[config.mk]
export PLATFORM = sky130hd
export DESIGN_NAME = cfeg_div_cell
export DESIGN_NICKNAME = d
export VERILOG_FILES = /design/src/hw/rtl/cfeg_pkg.sv /design/src/hw/rtl/cfeg_div_cell.sv
export SDC_FILE = /design/constraint.sdc
export NUM_CORES = 1
export LEC_CHECK = 0
export BUFFER_PORTS_ARGS = -buffer_cell sky130_fd_sc_hd__buf_2
export CAP_MARGIN = 20
export CORE_MARGIN = 4
export CORE_UTILIZATION = 45
export DETAILED_ROUTE_END_ITERATION = 10
export HOLD_SLACK_MARGIN = 0.06
export PLACE_DENSITY = 0.73
export SYNTH_ARGS = -nofsm -noshare
export SYNTH_HDL_FRONTEND = slang
export SYNTH_SLANG_ARGS = --single-unit
export TNS_END_PERCENT = 1
[constraint.sdc]
create_clock -name clk -period 1.75 [get_ports clk]
set_input_delay 0.35 -clock clk [delete_from_list [all_inputs] [get_ports clk]]
set_output_delay 0.35 -clock clk [all_outputs]
set_load 0.02 [all_outputs]
[src/hw/rtl/cfeg_pkg.sv]
package cfeg_pkg;

    localparam int TIME_BITS      = 32;
    localparam int GAIN_FRAC_BITS = 16;
    localparam int GAIN_BITS      = GAIN_FRAC_BITS + 1;
    localparam int APB_DATA_BITS  = 32;
    localparam int APB_ADDR_BITS  = 4;
    localparam int REG_IDX_BITS   = 2;
    localparam int FRONT_STAGES   = 3;
    localparam int PIPE_STAGES    = FRONT_STAGES + GAIN_FRAC_BITS + 1;

    localparam logic [GAIN_BITS-1:0] GAIN_ONE = GAIN_BITS'(1) << GAIN_FRAC_BITS;

    typedef enum logic [REG_IDX_BITS-1:0] {
        REG_CLIP_START      = 2'd0,
        REG_CLIP_LENGTH     = 2'd1,
        REG_FADE_IN_LENGTH  = 2'd2,
        REG_FADE_OUT_LENGTH = 2'd3
    } reg_idx_t;

    typedef struct packed {
        logic [TIME_BITS-1:0] clip_start;
        logic [TIME_BITS-1:0] clip_length;
        logic [TIME_BITS-1:0] fade_in_length;
        logic [TIME_BITS-1:0] fade_out_length;
    } cfg_t;

    typedef struct packed {
        logic                 pre_start;
        logic [TIME_BITS-1:0] offset;
    } front_a_t;

    typedef struct packed {
        logic                 zero;
        logic                 in_act;
        logic [TIME_BITS-1:0] offset;
        logic [TIME_BITS-1:0] to_end;
    } front_b_t;

    typedef struct packed {
        logic                      zero;
        logic                      in_act;
        logic                      out_act;
        logic [TIME_BITS-1:0]      rem_in;
        logic [TIME_BITS-1:0]      rem_out;
        logic [GAIN_FRAC_BITS-1:0] q_in;
        logic [GAIN_FRAC_BITS-1:0] q_out;
    } div_t;

endpackage

[src/hw/rtl/cfeg_div_cell.sv]
module cfeg_div_cell import cfeg_pkg::*;
(
    input  logic                 clk,
    input  logic                 rst_n,
    input  logic                 en,
    input  logic                 valid_in,
    input  div_t                 d_in,
    input  logic [TIME_BITS-1:0] fade_in_length,
    input  logic [TIME_BITS-1:0] fade_out_length,
    output logic                 valid_out,
    output div_t                 d_out
);

    div_t               d_reg;
    div_t               d_next;
    logic               valid_reg;
    logic               valid_next;
    logic [TIME_BITS:0] sh_in;
    logic [TIME_BITS:0] sh_out;
    logic               ge_in;
    logic               ge_out;
    logic [TIME_BITS:0] sub_in;
    logic [TIME_BITS:0] sub_out;

    // One restoring step per lane yields one quotient bit of each fraction.
    always_comb
    begin
        sh_in   = {d_in.rem_in, 1'b0};
        sh_out  = {d_in.rem_out, 1'b0};
        ge_in   = sh_in >= {1'b0, fade_in_length};
        ge_out  = sh_out >= {1'b0, fade_out_length};
        sub_in  = sh_in - {1'b0, fade_in_length};
        sub_out = sh_out - {1'b0, fade_out_length};

        d_next         = d_in;
        d_next.rem_in  = ge_in ? sub_in[TIME_BITS-1:0] : sh_in[TIME_BITS-1:0];
        d_next.rem_out = ge_out ? sub_out[TIME_BITS-1:0] : sh_out[TIME_BITS-1:0];
        d_next.q_in    = {d_in.q_in[GAIN_FRAC_BITS-2:0], ge_in};
        d_next.q_out   = {d_in.q_out[GAIN_FRAC_BITS-2:0], ge_out};

        valid_next = en ? valid_in : valid_reg;
    end

    always_ff @(posedge clk or negedge rst_n)
    begin
        if (!rst_n)
        begin
            valid_reg <= 1'b0;
        end
        else
        begin
            valid_reg <= valid_next;
        end
    end

    always_ff @(posedge clk)
    begin
        if (en)
        begin
            d_reg <= d_next;
        end
    end

    assign valid_out = valid_reg;
    assign d_out     = d_reg;

endmodule

# Yosys cells after proc, flatten, opt, wreduce, memory -nomap -nowiden
# Index checks and enable logic that the tools add are counted.
# word_totals
regBits	100
elab_cells	16
# op_classes
mux	2
order_cmp	2
add_sub_neg	2
# op_table
cell	count
$ge A33 B32 Y1	2
$mux W32	2
$sub A32 B32 Y32	2

# Longest topological paths before layout
# Gate-level depths: netlist (run 1).
# logic_depth
ltp_word	2
mapped_depth	13
mapped_depth_nobuf	12

# Least setup slack after synthesis (run 1)
# Ideal clock, no wire load.
# synth_path
path_kind	input to register
startpoint	input port fade_in_length[2]
endpoint	register d_reg, in the netlist d_out[94] (data pin)
path_buffers	0
required_time_ns	1.490
cell_stages	10
arrival_ns	2.493
slack_ns	-1.002
setup_time_ns	0.260
cell_sequence	inv_1 -> ha_1 -> nor2b_4 -> o31a_1 -> o41a_4 -> a31o_4 -> a211o_1 -> and2_4 -> o31ai_2 -> o2bb2ai_1
# synth_rtl
item	line_no	text
start, declared	cfeg_div_cell.sv:8	input logic [TIME_BITS-1:0] fade_in_length,
end signal, assigned	cfeg_div_cell.sv:60	d_reg <= d_next;
end, declared	cfeg_div_cell.sv:14	div_t d_reg;

==> results of run 1 <==
==> state kept, by name, summed over array words and instances (netlist names) <==
register   count
d_out         99
valid_out      1
==> placed cells by master (no fill, tap or decap), types with 4 or more instances in the layout <==
cell and count:
buf_12 5, o31a_1 4, and3_1 9, buf_4 226
a31oi_1 4, a21oi_2 10, xnor2_1 24, xor2_1 20
buf_6 7, and2_1 5, inv_2 6, o21ai_1 4
o21a_1 5, a211oi_1 5, and4_1 6, nor2b_1 4
inv_1 74, nand3_1 12, clkinv_4 4, ha_4 19
nand2b_1 7, nand2_1 53, o211ai_1 6, o21ai_0 34
ha_1 42, nand4_1 9, a21o_1 29, edfxtp_1 99
nor3_1 5, buf_2 260, o21bai_1 11, clkbuf_16 9
a211oi_2 5, nand2_2 4, a21oi_1 87, nor2_1 77
==> synth_stat cells, drive strengths merged (3+ instances only) <==
cell | number | share of area, %
a2111oi | 3 | 0.35
and2 | 6 | 0.54
buf | 12 | 0.84
a21o | 29 | 2.9
clkbuf | 12 | 0.62
nor2 | 78 | 3.9
o21ai | 40 | 2.7
o21a | 6 | 0.61
o211ai | 6 | 0.61
a21oi | 97 | 6.5
nand2 | 57 | 2.9
o31ai | 8 | 0.88
o2111ai | 4 | 0.47
and3 | 9 | 0.76
inv | 81 | 4.1
nand2b | 7 | 0.59
a211oi | 11 | 1.2
nor2b | 9 | 0.86
nor3 | 7 | 0.47
o31a | 5 | 0.61
nand4 | 9 | 0.76
o21bai | 13 | 1.3
nor4 | 4 | 0.42
edfxtp | 99 | 40
a31oi | 5 | 0.42
nand3 | 14 | 0.94
xor2 | 21 | 2.5
a21boi | 5 | 0.51
ha | 64 | 11
and4 | 6 | 0.71
xnor2 | 26 | 3.1
==> logic make-up (layout without fill, tap and decap cells) <==
| logic type | after synthesis | after routing |
|---|---|---|
| and+or+nand+nor | 214 | 214 |
| xor gates and xnor gates | 47 | 47 |
| DFF | 100 | 100 |
| buffers and inverters | 106 | 597 |
| adders and majority gates | 66 | 66 |
| other | 0 | 2 |
| AOI/OAI and AO/OA | 260 | 260 |
| muxes | 3 | 3 |
==> power by group <==
part	switching, mW	internal [mW]
Sequential	0.0785	3.04
Combinational	2.03	1.74
Clock	0.986	0.996
Total	3.10	5.78
==> layer usage <==
layer  up-vias  share of wire, %
li1       3898                 -
met1      3675                42
met2       297                49
met3        42               6.4
met4         2               2.3
met5         -             0.052
==> stage by stage <==
| step | utilization, % | std cells | instance area [um2] |
|---|---|---|---|
| after floorplan | - | 796 | 7440 |
| after global placement | 66.7 | 1481 | 10700 |
| after detailed placement | 66.7 | 1481 | 10700 |
| after CTS | 71.1 | 1501 | 11400 |
| after global routing | 72.5 | 1504 | 11600 |
| final | 72.5 | 1505 | 11600 |
==> what timing repair did <==
action,4_1_cts,5_1_grt
buffers inserted,3,2
hold buffers,1,0
endpoints found under the hold margin,1,0
gates resized for setup,71,42
endpoints found under the setup margin,66,66
gates cloned,0,0
pin swaps,27,19
==> final cells by class <==
| type | instances | area [um2] |
|---|---|---|
| fill | 1231 | 4410 |
| multi-input combinational | 590 | 4590 |
| sequential | 100 | 3000 |
| inverter | 82 | 318 |
| clock buffer | 10 | 229 |
| antenna | 2 | 5.00 |
| timing repair buffer | 499 | 3190 |
| tap | 216 | 270 |
| clock inverter | 6 | 56.3 |
==> critical path, delay by kind of cell <==
kind            cells  cell delay [ns]
compound gates      6             1.57
fa+ha+maj           1             0.19
xor+xnor            1             0.19
buf+inv             2             0.15
simple gates        1             0.13
==> worst max path at each step <==
stage | from | endpoint | slack, ns | depth (start not counted)
global placement | d_in[60] | d_out[60] | -1.19 | 11
finish | fade_in_length[2] | d_out[88] | -0.74 | 11
floorplan | fade_in_length[2] | d_out[94] | -0.95 | 10
detailed placement | d_in[60] | d_out[60] | -1.21 | 11
CTS | d_in[73] | d_out[95] | -0.71 | 11
global route | fade_in_length[4] | d_out[88] | -0.81 | 11
==> impl_metrics.tcl, run 1 <==
set metrics [dict create \
    cts_made_buffers 9 \
    dr_total_vias 7914 \
    maxCapViolations 0 \
    use_met2_pct 44.2 \
    maxSlewHeadroom_pct 71.9 \
    clockBufferDepth 2 \
    synth.distinct_cells 74 \
    finalHoldWorstSlack_ns 0.171 \
    numPortBuffers 264 \
    worstSetupStartpointType "primary input" \
    worstMarginPinSlew_ns 0.419 \
    cp.arrival_ns 2.59 \
    outcome "complete, but fails checks" \
    period_share_pct 142 \
    holdPathStages 1 \
    syn_nets 1029 \
    overflow 0 \
    synth_compound_gate_area_share_pct 23.0 \
    slowest_stage "o41a_4" \
    min_path_type "in -> reg" \
    violations "negative setup slack" \
    setup-tns-final_ns -35.71 \
    use_met1_pct 33.6 \
    clk_pin_slew_ns 0.08 \
    die_w_um 136 \
    ir_worst_vdd_mv 0.469 \
    std_cell_rows 46 \
    fin_nets 1515 \
    grtUsageMet3_pct 3.86 \
    syn_avg_cell_area_um2 9.33 \
    via_per_inst 5.26 \
    synth_edf_count 99 \
    power.density_nw_per_um2 762 \
    insertion_delay_ns 0.35 \
    min_period_ns 2.49 \
    dr.pass1.iters 5 \
    synthMuxAreaShare_pct 0.438 \
    end_kind "flip-flop" \
    rrSetupSlack_ns 0.98 \
    synth-main-ff-cell "edfxtp_1" \
    fin_ws_ns -0.741 \
    required_ns 1.85 \
    leakage_nw 5.59 \
    gp_congestion 0.908 \
    die-area_um2 18600 \
    root_buffer "clkbuf_16" \
    grt_pass1_wl_um 38600 \
    r2r-start "valid_out" \
    core_area_um2 16100 \
    drive_gt1_share_pct 47.7 \
    fin_skew_ns 0 \
    crit_type "in -> reg" \
    htree_levels 3 \
    ios 267 \
    antenna_left 0 \
    hp-start "d_in[28]" \
    drc_errors 0 \
    cts_tree "done" \
    slowest_delay_ns 0.37 \
    timing.fmax_mhz 401 \
    area_growth_pct 56.8 \
    async_reset_ff_share_pct 1.00 \
    whs_endpoint "d_out[29]" \
    slew_violations 0 \
    ys_seq_area_share_pct 40.4 \
    wl_per_cell_um 16.5 \
    grt_pass1_vias 7940 \
    reg2reg_to "valid_out" \
    dpl_worst_slack_ns -1.21 \
    synth_seq_cells 100 \
    grt_busiest_layer "met2" \
    rsz0062_at_grt "yes" \
    syn_area_um2 7430 \
    fin_total_pwr_mw 8.87 \
    hold_viol 0 \
    synth_top_family_by_area "compound AO/OA/AOI/OAI gates" \
    synth_adder_area_share_pct 11.3 \
    synth_xor_area_share_pct 5.54 \
    synth_cells 796 \
    path_cells "buf_2, inv_2, ha_4, nor2b_4, o31a_1, o41a_4, a31o_4, a211o_4, a31oi_4, xor2_1, a21oi_1" \
    die_y_um 136 \
    synth_simple_gate_area_share_pct 13.8 \
    antenna_found_initial 2 \
    setup_viol 66 \
    grt_max_degree 30 \
    dp_hpwl_um 19700 \
    wirelength_um 24900 \
    drtIter0Drc 481 \
    start_util_pct 46.3 \
    reg2reg_depth 1 \
    cts.sink_count 100 \
    crit_path_max_fanout 5 \
    grt.total_usage_pct 25.9 \
    yosysWarningCount 0 \
]
(Power assumes the default switching activity.)
==> run 2, diff against run 1 <==
Settings changed: ABC_AREA set to 1, PLACE_DENSITY 0.73 to 0.71.
==> impl_metrics.tcl, run 2 <==
set metrics [dict create \
    crit_type "in -> reg" \
    largest_register_ffs 99 \
    drive_gt1_share_pct 41.3 \
    slowest_stage "ha_4" \
    antenna_left 0 \
    grt_max_degree 35 \
    reg2reg_to "valid_out" \
    rsz0062_at_grt "yes" \
    diodes 0 \
    outcome "complete, but fails checks" \
    synth_seq_cells 100 \
    synth_most_common_cell "nand2_1" \
    ios 267 \
    overflow 0 \
    placed_cell_area_um2 12900 \
    syn_area_um2 9220 \
    wl_per_cell_um 14.7 \
    grt_pass1_vias 9809 \
    finalHoldWorstSlack_ns 0.149 \
    async_reset_ff_share_pct 1.00 \
    synth_largest_area_cell "edfxtp_1" \
    syn_avg_cell_area_um2 6.59 \
    clk_pin_slew_ns 0.09 \
    rrSetupSlack_ns 1.00 \
    cts_made_buffers 9 \
    worstMarginPinSlew_ns 0.304 \
    finish.instance_area_um2 14200 \
    die-area_um2 22800 \
    min_period_ns 1.79 \
    dr_total_vias 10239 \
    synth_common_cells "nand2_1, inv_1, edfxtp_1" \
    path_cells "buf_2, ha_4, a21o_1, nand2_1, nand2_1, a21oi_2, nand2_2, nor2_4, nand2_8, buf_12, nand3_2, nand2_1" \
    dr.pass1.iters 5 \
    worstSetupStartpointType "primary input" \
    slew_violations 0 \
    final_cell_mix "nand2_1, inv_1, buf_2, buf_4, edfxtp_1" \
    yosysWarningCount 0 \
    end_kind "flip-flop" \
    syn_nets 1631 \
    wirelength_um 31700 \
    min_path_type "in -> reg" \
    synth.distinct_cells 33 \
    timing.fmax_mhz 560 \
    dp_hpwl_um 25500 \
    root_buffer "clkbuf_16" \
    area_growth_pct 53.7 \
    leakage_nw 7.66 \
    synth_edf_count 99 \
    core_area_um2 20200 \
    fin_nets 2106 \
    clockBufferDepth 2 \
    cts_tree "done" \
    die_y_um 151 \
    start_util_pct 45.7 \
    setup-tns-final_ns -0.255 \
    gp_congestion 0.942 \
    antenna_found_initial 0 \
    htree_levels 3 \
    crit_path_max_fanout 12 \
    hold_viol 0 \
    maxCapViolations 0 \
    maxSlewHeadroom_pct 79.7 \
    whs_endpoint "d_out[18]" \
    insertion_delay_ns 0.36 \
    die_w_um 151 \
    hp-start "d_in[17]" \
    ir_worst_vdd_mv 0.507 \
    synth-main-ff-cell "edfxtp_1" \
    fin_ws_ns -0.0370 \
    drtIter0Drc 634 \
    required_ns 1.87 \
    ys_seq_area_share_pct 32.5 \
    std_cell_rows 52 \
    crit_top_cell "nand2_1" \
    slowest_delay_ns 0.24 \
    cp.arrival_ns 1.91 \
    r2r-start "valid_out" \
    via_per_inst 4.77 \
    synth_cells 1398 \
    numPortBuffers 264 \
    synth_top_area_share_pct 32.3 \
    fin_skew_ns 0 \
    final_common_cell "nand2_1" \
    cts.sink_count 100 \
    violations "negative setup slack" \
    holdPathStages 1 \
    drc_errors 0 \
    grt.total_usage_pct 26.5 \
    period_share_pct 102 \
    grt_pass1_wl_um 47700 \
    synthTopCellsByArea "edfxtp_1, nand2_1, inv_1" \
    power.density_nw_per_um2 669 \
    setup_viol 21 \
    reg2reg_depth 1 \
]
[run 2: cell types whose count changed after synthesis, sizes merged, moves of 24 or more]
cell,change
inv,+218
a21oi,-54
a21o,-27
xnor2,-24
o21ai,-38
nand2,+541
nand3,+87
[run 2: what timing repair did]
item                                    CTS  global route
pin swaps                                 5            35
resized for setup                        57           158
hold buffers                              1             0
setup buffers                             1             6
hold endpoints to repair                  1             0
endpoints found under the setup margin   63            65
[run 2: cell families after synthesis]
logic type | synth area share, %
flip-flops | 32.5
adder cells (fa/ha/maj) | 9.12
AO/OA/AOI/OAI | 2.73
multiplexers | 0.122
buffers and inverters | 13.8
AND/OR/NAND/NOR | 39.0
XOR/XNOR | 2.66
[run 2: worst max-delay path by stage]
stage	from	to	slack (ns)
5_1_grt	d_in[93]	d_out[90]	-0.10
3_3_place_gp	d_in[36]	d_out[50]	-0.50
6_report	d_in[93]	d_out[84]	-0.04
3_5_place_dp	fade_in_length[22]	d_out[84]	-0.52
2_1_floorplan	fade_out_length[2]	d_out[56]	-0.13
4_1_cts	d_in[74]	d_out[84]	-0.02
[run 2: worst max-delay path, delay by kind of cell]
| kind | cells | cell delay, ns |
|---|---|---|
| buffers and inverters | 2 | 0.31 |
| adders and majority gates | 1 | 0.24 |
| and+or+nand+nor | 7 | 0.68 |
| AOI/OAI and AO/OA | 2 | 0.31 |
[run 2: power by group]
group	total (mW)	internal [mW]	switching [mW]
sequential	3.10	3.01	0.0804
combinational	4.23	1.82	2.41
clock	2.16	1.04	1.12
[run 2: layout make-up]
cell class              count  area [um2]
clock buffers               9         225
clock inverters             7        86.3
fillers                  1693        6000
inverters                 299        1130
multi-input cells         982        6310
flip-flops and latches    100        3000
well taps                 270         338
repair buffers            481        3080
[run 2: routing by layer]
metal | up-vias | routed length (um) | GRT usage (%)
li1 | 5238 | - | -
met1 | 4646 | 13200 | 33.0
met4 | 0 | 625 | 6.71
met3 | 50 | 1800 | 3.59
met2 | 305 | 16000 | 48.2
met5 | - | 0 | 0
[run 2: through the flow]
stage | setup WS [ns] | cells | total power [mW] | util (%)
after floorplan | -0.133 | 1398 | 5.34 | -
after CTS | -0.0198 | 2142 | 9.26 | 67.1
after global routing | -0.104 | 2148 | 10.1 | 70.3
final | -0.0370 | 2148 | 9.48 | 70.3
after global placement | -0.504 | 2124 | 6.90 | 64.0
after detailed placement | -0.518 | 2124 | 6.97 | 64.0
==> run 3, diff against run 2 <==
Settings changed: BUFFER_PORTS_ARGS -buffer_cell sky130_fd_sc_hd__buf_2 to -buffer_cell sky130_fd_sc_hd__clkbuf_2, GPL_ROUTABILITY_DRIVEN set to 0.
==> impl_metrics.tcl, run 3 (same netlist as run 2, synthesis figures left out) <==
set metrics [dict create \
    outcome "complete, but fails checks" \
    violations "negative setup slack" \
    cts_tree "done" \
    slowest_stage "fa_1" \
    path_cells "clkbuf_2, inv_1, fa_1, inv_2, nand3_1, nand3_2, nand3_1, nand2_2, nand2_1, nand2_1, nand2_1, nand3_2, nand2_1" \
    period_share_pct 104 \
    reg2reg_depth 1 \
    largest_register_ffs 99 \
    maxSlewHeadroom_pct 76.1 \
    ios 267 \
    cts.sink_count 100 \
    dr_total_vias 10210 \
    die_w_um 151 \
    fin_cells 2127 \
    die_y_um 151 \
    cp_top_family "simple AND/OR/NAND/NOR gates" \
    fin_ws_ns -0.0710 \
    start_util_pct 45.7 \
    final_cell_mix "nand2_1, inv_1, clkbuf_2, buf_4, edfxtp_1" \
    hp-start "d_in[13]" \
    dr.pass1.iters 5 \
    cp.arrival_ns 1.94 \
    diodes 0 \
    path_buf_inv 3 \
    end_kind "flip-flop" \
    power.density_nw_per_um2 683 \
    required_ns 1.87 \
    slew_violations 0 \
    htree_levels 3 \
    antenna_left 0 \
    min_period_ns 1.82 \
    grt_pass1_vias 9667 \
    drive_gt1_share_pct 37.2 \
    timing.fmax_mhz 549 \
    clk_pin_slew_ns 0.09 \
    holdPathStages 1 \
    crit_type "in -> reg" \
    antenna_found_initial 1 \
    crit_top_cell "nand2_1" \
    grt_max_degree 33 \
    ir_worst_vdd_mv 0.437 \
    final_common_cell "nand2_1" \
    r2r-start "valid_out" \
    whs_endpoint "d_out[14]" \
    multi_input_area_um2 6050 \
    fill_cells 1743 \
    hold_viol 0 \
    grt_pass1_wl_um 46200 \
    wl_per_cell_um 14.4 \
    rrSetupSlack_ns 0.99 \
    seq_area_um2 3000 \
    area_growth_pct 49.4 \
    via_per_inst 4.80 \
    drc_errors 0 \
    setup_viol 24 \
    cts_made_buffers 9 \
    setup-tns-final_ns -0.401 \
    root_buffer "clkbuf_16" \
    wirelength_um 30700 \
    fin_nets 2085 \
    std_cell_rows 52 \
    leakage_nw 7.55 \
    dpl.cell_count 2103 \
    numPortBuffers 264 \
    fin_skew_ns 0 \
    crit_path_max_fanout 3 \
    drtIter0Drc 673 \
    insertion_delay_ns 0.35 \
    maxCapViolations 0 \
    worstMarginPinSlew_ns 0.359 \
    clockBufferDepth 2 \
    core_area_um2 20200 \
    reg2reg_to "valid_out" \
    worstSetupStartpointType "primary input" \
    rsz0062_at_grt "yes" \
    die-area_um2 22800 \
    dp_hpwl_um 24400 \
    min_path_type "in -> reg" \
    overflow 0 \
    grt.total_usage_pct 25.6 \
    slowest_delay_ns 0.47 \
]
-- run 3: final cells by class --
| cell class | count | area share (%) |
|---|---|---|
| Timing Repair Buffer | 460 | 21.4 |
| Tap cell | 270 | 2.45 |
| Sequential cell | 100 | 21.8 |
| Multi-Input combinational cell | 982 | 43.9 |
| Clock inverter | 7 | 0.645 |
| Inverter | 299 | 8.22 |
| Clock buffer | 9 | 1.64 |
-- run 3: worst max-delay path by stage --
stage                       startpoint        end  slack, ns  cells past startpoint
CTS                 fade_in_length[24]  d_out[89]     -0.008                     13
detailed placement  fade_in_length[20]  d_out[87]      -0.51                     13
finish                        d_in[64]  d_out[92]      -0.07                     13
floorplan           fade_out_length[2]  d_out[56]      -0.13                     16
global placement    fade_in_length[20]  d_out[87]      -0.52                     13
global route                  d_in[64]  d_out[92]      -0.15                     13
-- run 3: where the power goes --
| group | internal, mW | total [mW] | switching, mW | leakage [nW] |
|---|---|---|---|---|
| combinational | 1.76 | 4.10 | 2.34 | 6.42 |
| clock | 1.04 | 2.20 | 1.16 | 0.152 |
| sequential | 3.02 | 3.11 | 0.0956 | 0.979 |
| total | 5.81 | 9.41 | 3.60 | 7.55 |
-- run 3: what timing repair did --
action / in CTS / in global routing
resized for setup: 32 / 109
endpoints found under the hold margin: 1 / 0
pin swaps: 2 / 20
hold buffers: 1 / 0
setup buffers: 0 / 5
endpoints found under the setup margin: 62 / 65
cloned: 0 / 2
-- run 3: layer usage --
layer  GRT usage (%)  part of all wire (%)
met5               0                 0.042
met2            45.5                    50
met3            4.01                   6.5
met1            31.3                    41
met4            9.16                   3.1
-- run 3: through the flow --
stage	power [mW]	instance area, um2	hold WS (ns)	utilization (%)	worst slack (ns)
global placement	6.85	12800	0.132	63.2	-0.516
CTS	9.21	13300	0.142	65.7	-0.00806
global route	9.98	13800	0.137	68.3	-0.147
detailed placement	6.93	12800	0.130	63.2	-0.512
finish	9.41	13800	0.151	68.3	-0.0710
floorplan	5.34	9750	0.0544	-	-0.133
